<file path="src/rtl/c16eu_pkg.sv">
// Shared types for the 16-bit execute unit: request and result payloads,
// operation codes, and the controller/datapath command and status groups.
// No dependencies.
package c16eu_pkg;

	// Operation codes
	typedef enum logic [3:0] {
		FN_NOP = 4'd0,  FN_MOV = 4'd1,  FN_STR = 4'd2,  FN_LOD = 4'd3,
		FN_ADD = 4'd4,  FN_SUB = 4'd5,  FN_MUL = 4'd6,  FN_MOD = 4'd7,
		FN_AND = 4'd8,  FN_OR  = 4'd9,  FN_XOR = 4'd10, FN_NOT = 4'd11,
		FN_LSL = 4'd12, FN_LSR = 4'd13, FN_CMP = 4'd14, FN_BCH = 4'd15
	} c16eu_func_t;

	localparam int unsigned DivSteps = 16;

	// Input request
	typedef struct packed {
		logic [3:0]  func;
		logic        use_immediate;
		logic [15:0] arg_a;
		logic [15:0] arg_b;
		logic [15:0] current_pc;
	} c16eu_in_t;

	// Result
	typedef struct packed {
		logic [15:0] written_value;
		logic        wrote_register;
		logic        zero_flag;
		logic        greater_flag;
		logic        less_flag;
		logic        branch_taken;
		logic [15:0] branch_target;
		logic [15:0] link_value;
	} c16eu_out_t;

	// Controller to datapath
	typedef struct packed {
		logic clr_step;   // write one zero word of the clearing pass
		logic load;       // latch request, start register reads
		logic oper;       // execute operation, issue memory access
		logic mem_cap;    // capture load data
		logic div_step;   // one remainder step
		logic wb;         // register write-back and result capture
	} c16eu_cmd_t;

	// Datapath to controller
	typedef struct packed {
		logic clr_done;
		logic is_load;
		logic is_mod;
	} c16eu_sts_t;

endpackage

</file>
<file path="src/rtl/c16eu_ctrl.sv">
// Controller of the execute unit: clearing pass, request sequencing,
// remainder step count and output handshake. Uses c16eu_pkg.
module c16eu_ctrl (
	input  logic                  clk,
	input  logic                  arst_n,
	input  logic                  in_valid,
	output logic                  in_ready,
	output logic                  out_valid,
	input  logic                  out_ready,
	output c16eu_pkg::c16eu_cmd_t cmd,
	input  c16eu_pkg::c16eu_sts_t sts
);
	import c16eu_pkg::*;

	typedef enum logic [2:0] {
		ST_CLEAR, ST_IDLE, ST_OPER, ST_MEM, ST_DIV, ST_WB
	} state_t;

	state_t     state_q;
	logic [3:0] cnt_q;
	logic       out_valid_q;
	logic       wb_go;

	assign wb_go = (state_q == ST_WB) && (!out_valid_q || out_ready);

	// Commands
	always_comb begin
		cmd          = '0;
		cmd.clr_step = (state_q == ST_CLEAR);
		cmd.load     = (state_q == ST_IDLE) && in_valid;
		cmd.oper     = (state_q == ST_OPER);
		cmd.mem_cap  = (state_q == ST_MEM);
		cmd.div_step = (state_q == ST_DIV);
		cmd.wb       = wb_go;
	end

	assign in_ready  = (state_q == ST_IDLE);
	assign out_valid = out_valid_q;

	// State, step count and output valid
	always_ff @(posedge clk or negedge arst_n) begin
		if (!arst_n) begin
			state_q     <= ST_CLEAR;
			cnt_q       <= '0;
			out_valid_q <= 1'b0;
		end else begin
			if (wb_go) begin
				out_valid_q <= 1'b1;
			end else if (out_ready) begin
				out_valid_q <= 1'b0;
			end
			unique case (state_q)
				ST_CLEAR: if (sts.clr_done) begin
					state_q <= ST_IDLE;
				end
				ST_IDLE: if (in_valid) begin
					state_q <= ST_OPER;
				end
				ST_OPER: begin
					cnt_q <= '0;
					if (sts.is_load) begin
						state_q <= ST_MEM;
					end else if (sts.is_mod) begin
						state_q <= ST_DIV;
					end else begin
						state_q <= ST_WB;
					end
				end
				ST_MEM: state_q <= ST_WB;
				ST_DIV: begin
					cnt_q <= cnt_q + 1'b1;
					if (cnt_q == 4'(DivSteps - 1)) begin
						state_q <= ST_WB;
					end
				end
				ST_WB: if (wb_go) begin
					state_q <= ST_IDLE;
				end
				default: state_q <= ST_IDLE;
			endcase
		end
	end
endmodule

</file>
<file path="config.mk">
export PLATFORM = sky130hd
export DESIGN_NAME = c16eu_ctrl
export DESIGN_NICKNAME = d
export VERILOG_FILES = /design/src/rtl/c16eu_pkg.sv /design/src/rtl/c16eu_ctrl.sv
export SDC_FILE = /design/constraint.sdc
export NUM_CORES = 1
export LEC_CHECK = 0
export ABC_AREA = 1
export BUFFER_PORTS_ARGS = -buffer_cell sky130_fd_sc_hd__buf_2
export CORE_AREA = 2 2 39 41
export DETAILED_ROUTE_END_ITERATION = 10
export DIE_AREA = 0 0 41 43
export SYNTH_ARGS = -nofsm -noshare
export SYNTH_HDL_FRONTEND = slang
export SYNTH_SLANG_ARGS = --single-unit
</file>
<file path="constraint.sdc">
create_clock -name clk -period 1.56 [get_ports clk]
set_input_delay 0.312 -clock clk [delete_from_list [all_inputs] [get_ports clk]]
set_output_delay 0.312 -clock clk [all_outputs]
set_load 0.1 [all_outputs]
</file>
# --- Word level (Yosys, flattened, before mapping) ---
# Cells that the tools add are included.
word_totals:
  ff_bits: 8
  out_inout_bits: 8
  word_cells: 32
op_classes:
  n_addsub: 1
  n_eq_ne: 10
  n_mux: 10
  reduce_logical: 8
op_table:
  columns: ["cell", "n"]
  rows:
  - ["case mux 3 bit (6 select lines)", 1]
  - ["2-to-1 mux 3 bit", 5]
  - ["case mux 4 bit (2 select lines)", 1]
  - ["== test 3 x 2 -> 1 bit (second input constant)", 2]
  - ["== test 3 bit (second input constant)", 2]
  - ["adder 4 x 1 -> 4 bit (second input constant)", 1]
  - ["== test 4 bit (second input constant)", 1]
  - ["!= test 2 x 1 -> 1 bit (second input constant)", 2]
  - ["!= test 2 bit (second input constant)", 2]
  - ["AND reduction 4 bit", 1]
  - ["nonzero test 2 bit", 2]
  - ["== test 3 x 1 -> 1 bit (second input constant)", 1]
  - ["zero test 3 bit", 1]
  - ["2-to-1 mux 1 bit", 3]
  - ["logical AND 1 bit", 2]
  - ["zero test 1 bit", 1]
  - ["logical OR 1 bit", 1]

# --- Depth between registers and ports, before layout ---
# Gate-level depths: netlist (run 1).
logic_depth:
  word_depth: 5
  ltp_mapped: 8

# --- Worst setup path after synthesis (run 1) ---
# OpenSTA, ideal clock, no wires.
synth_path:
  kind: "reg-to-reg"
  startpoint: "register state_q[0]"
  endpoint: "register cnt_q[2]"
  setup_time_ps: 132
  arrival_time_ps: 2164
  required_time_ps: 1428
  slack_ps: -736
  path_stages_with_launch: 5
  path_buffers: 0
  synth_period_minus_slack_ps: 2296
  path_cell_list: "dfrtp_1 > nor3_2 > inv_1 > nand3_1 > o21ai_0"
synth_rtl:
  columns: ["element", "line", "source"]
  rows:
  - ["start: declaration", "c16eu_ctrl.sv:19", "state_t state_q;"]
  - ["start signal: assignment", "c16eu_ctrl.sv:43", "state_q <= ST_CLEAR;"]
  - ["start signal: assignment", "c16eu_ctrl.sv:54", "state_q <= ST_IDLE;"]
  - ["start signal: assignment", "c16eu_ctrl.sv:57", "state_q <= ST_OPER;"]
  - ["end signal: assignment", "c16eu_ctrl.sv:71", "cnt_q <= cnt_q + 1'b1;"]
  - ["end: declaration", "c16eu_ctrl.sv:20", "logic [3:0] cnt_q;"]

==> flow_summary.yaml, run 1 <==
worst_setup_path:
  end_kind: "output pin"
  cp.required_ns: 1.25
  start_kind: "flip-flop"
  critPathMaxFanout: 7
  arrival_ns: 1.28
  critPathKind: "flip-flop to output pin"
floorplan:
  rows: 14
  die_x_microns: 41
  initial_core_util: 0.358
  die_h_microns: 43
  io_pins: 15
  die-area_sq_um: 1760
  core_sq_um: 1380
status:
  failed_checks: "setup timing"
  status: "finished with violations"
timing:
  rsz0062_at_grt: "true"
  period_needed_ns: 1.60
  fin_crit_sh: 1.02
  hold_slack_ns: 0.292
  timing.setup.tns_ns: -0.155
  setup_viol: 7
  hold_viol: 0
  fin_skew_ns: 0.00760
  max_freq_ghz: 0.627
  worst_pin_slew_ns: 0.482
  report.final.slew_viol_count: 0
  relSlewSlack: 0.681
  fin_ws_ns: -0.0355
routing:
  routed_wl_microns: 1290
  dr.first_iter.drc_count: 11
  ant_nets: 0
  drc: 0
  vias_per_cell: 4.86
  num_vias: 549
  first_pass_iters: 4
  wl_per_cell_microns: 11.4
cells_and_area:
  final_common_cell: "nand2_1"
  antenna_cells: 0
  drive_gt1_frac: 0.443
  nets: 106
  fin_cells: 113
  area_growth_pct: 71.7
  layout_common_cells: "nand2_1 (17), nand3_1 (10), inv_1 (8)"
  fillers: 112
clocking:
  cts_buffer_depth: 2
  clk_pin_slew_ns: 0.06
  cts_tree: "done"
  cts_num_sinks: 8
  cts_buffers: 3
  clockRootBuffer: "clkbuf_4"
  cts-htree-levels: 1
  insertion_delay_ns: 0.27
grt:
  antenna_found_initial: 0
  grt-ovfl-total: 0
  grt_pass1_vias: 528
  grt_pass1_wl_microns: 2280
  grt_use_total: 0.197
  grt_max_degree: 9
synth:
  seq_area_frac_synth: 0.404
  synthDistinctLibCells: 14
  syn_area_sq_um: 495
  synth-seq-cells: 8
  synth.avg_cell_area_sq_um: 6.88
  yosys_warnings: 0
  synth_nets: 80
  synthCells: 72
placed_design:
  io_buffers: 14
  dp_hpwl_microns: 858
  dp.cells: 104
  finalWeightedCongestion: 0.915
worst_hold_path:
  hold_path.class: "input port to flip-flop"
flow_run:
  cap_violations: 0
registers in the layout, summed over array words and instances, names as in the netlist:
register / count
out_valid: 1
state_q: 3
cnt_q: 4
logic make-up after synthesis:
group | Yosys count | synth area share
AOI/OAI and AO/OA | 6 | 0.0606
buffers and inverters | 16 | 0.129
DFF | 8 | 0.404
and+or+nand+nor | 39 | 0.346
xor gates and xnor gates | 2 | 0.0354
adders and majority gates | 1 | 0.0252
metal layers:
layer | routed length, microns | vias to the layer above | share of wire | global-route usage
met5 | 0 | - | 0 | 0
met4 | 40 | 0 | 0.031 | 0.100
met3 | 49 | 5 | 0.038 | 0.0628
met2 | 669 | 18 | 0.52 | 0.303
met1 | 527 | 254 | 0.41 | 0.234
li1 | - | 272 | - | -
cell usage after synthesis (all sizes together):
cell type,n,area share
dfrtp,8,0.40
xor2,1,0.018
nand2,18,0.14
xnor2,1,0.018
ha,1,0.025
nand4,1,0.013
a21oi,2,0.020
nor3,1,0.020
buf,1,0.015
o21ai,4,0.040
nor2,8,0.066
inv,15,0.11
nand3,11,0.11
worst max-delay path, stage by stage (launching register included):
cell and delay [ns]:
dfrtp_2 0.49, nor2_2 0.17, nand2_1 0.08, inv_1 0.10, buf_12 0.18
repair_timing:
| action | in CTS | in global routing |
|---|---|---|
| endpoints found under the setup margin | 6 | 7 |
| pin swaps | 1 | 0 |
| hold endpoints to repair | 8 | 0 |
| resized for setup | 11 | 4 |
| hold buffers | 1 | 0 |
| buffers inserted | 4 | 0 |
through the flow:
step           setup slack [ns]  utilization  cell area, sq um
6_report                -0.0355        0.615               851
5_1_grt                 -0.0914        0.615               851
4_1_cts                 -0.0538        0.605               837
3_5_place_dp              0.151        0.530               733
3_3_place_gp              0.164        0.530               733
2_1_floorplan            -0.136            -               523
path summary, 6_finish.rpt:
| check | from | endpoint | slack (ns) | depth (start not counted) |
|---|---|---|---|---|
| setup / recovery | state_q[2]$_DFFE_PN0P_ | cmd[2] | -0.04 | 4 |
| hold / removal | sts[1] | state_q[1]$_DFFE_PN0P_ | 0.29 | 3 |
| setup reg to reg | state_q[0]$_DFFE_PN0P_ | cnt_q[0]$_DFFE_PN0P_ | 0.30 | 6 |
| hold reg to reg | cnt_q[1]$_DFFE_PN0P_ | cnt_q[1]$_DFFE_PN0P_ | 0.53 | 2 |
| max in group asynchronous | arst_n | state_q[2]$_DFFE_PN0P_ | 0.96 | 2 |
| min in group asynchronous | arst_n | state_q[0]$_DFFE_PN0P_ | 0.42 | 2 |
cell type report:
class                      instances  area [sq um]  area share
clock buffer                       4          26.3      0.0309
multi-input combinational         48           292       0.343
inverter                          15          70.1      0.0824
tap                               16          20.0      0.0235
timing repair buffer              22           238       0.279
sequential                         8           205       0.241
Power of run 1 is not shown: default switching activity piles up to over one toggle a cycle in this logic, so the estimate is an artifact.
==> run 2, diff against run 1 <==
Clock period 1.56 ns to 2.02 ns, I/O delays scaled along.
==> run 2 against run 1 <==
Net effect:
- the flow now finishes without violations
- hold slack improved by 0.15 ns
- via count fell by 13%
- clock skew rose by 0.0017 ns
- wire length fell by 22%
- utilization fell by 15 points
- critical path type unchanged
- critical endpoint is now cmd[0]
- largest cell class unchanged
==> flow_summary.yaml, run 2 (synthesized netlist as in run 1, its figures left out) <==
grt:
  antenna_found_initial: 0
  grt_use_total: 0.161
  grt_pass1_wl_microns: 1770
  grt_pass1_vias: 412
  grt_max_degree: 9
  grt-ovfl-total: 0
timing:
  relSlewSlack: 0.677
  fin_skew_ns: 0.00934
  report.final.slew_viol_count: 0
  timing.setup.tns_ns: 0
  period_needed_ns: 1.90
  fin_crit_sh: 0.943
  rsz0062_at_grt: "false"
  setup_viol: 0
  max_freq_ghz: 0.525
  hold_viol: 0
  worst_pin_slew_ns: 0.487
clocking:
  post_cts_buffers: 0
  clockRootBuffer: "clkbuf_4"
  cts_buffers: 3
  cts_buffer_depth: 2
  cts-htree-levels: 1
  clk_pin_slew_ns: 0.05
  cts_num_sinks: 8
  cts_tree: "done"
  insertion_delay_ns: 0.26
worst_setup_path:
  critPathMaxFanout: 4
  cp.buffers_inverters: 2
  end_kind: "output pin"
  cp.required_ns: 1.62
  arrival_ns: 1.50
  start_kind: "flip-flop"
  cp_cell_sequence: "inv_1 > nand3_1 > a21oi_1 > buf_2"
  critPathMaxStageDelay_ns: 0.44
  crit_path_top_delay_cell: "buf_2"
  critPathKind: "flip-flop to output pin"
  path_delay_family: "buffers and inverters"
cells_and_area:
  nets: 100
  fin_cells: 106
  fillers: 145
  utilization: 0.469
  largest_reg_flops: 4
  regArea_sq_um: 200
  drive_gt1_frac: 0.233
  antenna_cells: 0
  final_cell_area_sq_um: 649
  final_common_cell: "nand2_1"
  top_register: "cnt_q"
  layout_common_cells: "nand2_1 (18), inv_1 (15), nand3_1 (11)"
  area_growth_pct: 31.1
  multiInputGateArea_sq_um: 240
placed_design:
  place_area_sq_um: 609
  io_buffers: 14
  dp.cells: 102
  dp_hpwl_microns: 802
  finalWeightedCongestion: 0.873
routing:
  ant_nets: 0
  dr.first_iter.drc_count: 6
  wl_per_cell_microns: 9.50
  drc: 0
  routed_wl_microns: 1010
  first_pass_iters: 4
  num_vias: 475
  vias_per_cell: 4.48
floorplan:
  initial_core_util: 0.358
  die-area_sq_um: 1760
  rows: 14
  io_pins: 15
  core_sq_um: 1380
  die_h_microns: 43
  die_x_microns: 41
status:
  status: "complete, no violations"
worst_hold_path:
  hold_path.class: "input port to flip-flop"
flow_run:
  cap_violations: 0
run 2: timing repair:
action,CTS,global route
setup endpoints to repair,0,3
endpoints found under the hold margin,8,0
gates resized for setup,0,3
hold buffers,1,0
run 2: per-layer routing:
layer | global-route usage | part of all wire | vias to the layer above | routed length [microns]
met5 | 0 | 0 | - | 0
met4 | 0.120 | 0.031 | 0 | 31
met3 | 0.0785 | 0.049 | 5 | 49
met2 | 0.191 | 0.47 | 7 | 477
met1 | 0.214 | 0.44 | 202 | 448
li1 | - | - | 261 | -
run 2: per-stage QoR:
| step | setup WS, ns | hold WS (ns) |
|---|---|---|
| after floorplan | 0.135 | 0.108 |
| after global placement | 0.365 | 0.255 |
| after detailed placement | 0.369 | 0.256 |
| after CTS | 0.0742 | 0.432 |
| after global routing | 0.0150 | 0.459 |
| final | 0.116 | 0.441 |
run 2: worst paths after layout:
check | startpoint | end | slack [ns] | cells after the start
max | state_q[1]$_DFFE_PN0P_ | cmd[0] | 0.12 | 4
min in group asynchronous | arst_n | cnt_q[3]$_DFFE_PN0P_ | 0.51 | 2
max in group asynchronous | arst_n | state_q[1]$_DFFE_PN0P_ | 1.34 | 2
min | sts[1] | state_q[1]$_DFFE_PN0P_ | 0.44 | 3
min reg2reg | cnt_q[0]$_DFFE_PN0P_ | cnt_q[0]$_DFFE_PN0P_ | 0.52 | 1
max reg2reg | state_q[0]$_DFFE_PN0P_ | cnt_q[0]$_DFFE_PN0P_ | 0.75 | 5
run 2: cell type report:
class | instances | share of cell area
multi-input cells | 48 | 0.370
flip-flops and latches | 8 | 0.308
repair buffers | 16 | 0.170
inverters | 15 | 0.0867
clock buffers | 3 | 0.0347
well taps | 16 | 0.0308
run 2: worst reg2reg max path: stages, from the launching register on:
cell and delay [ns]:
dfrtp_1 0.45, nor2_1 0.26, nand2_1 0.11, buf_4 0.18, nand3_1 0.07, o21ai_0 0.08
Power of run 2 is left out for the same reason.
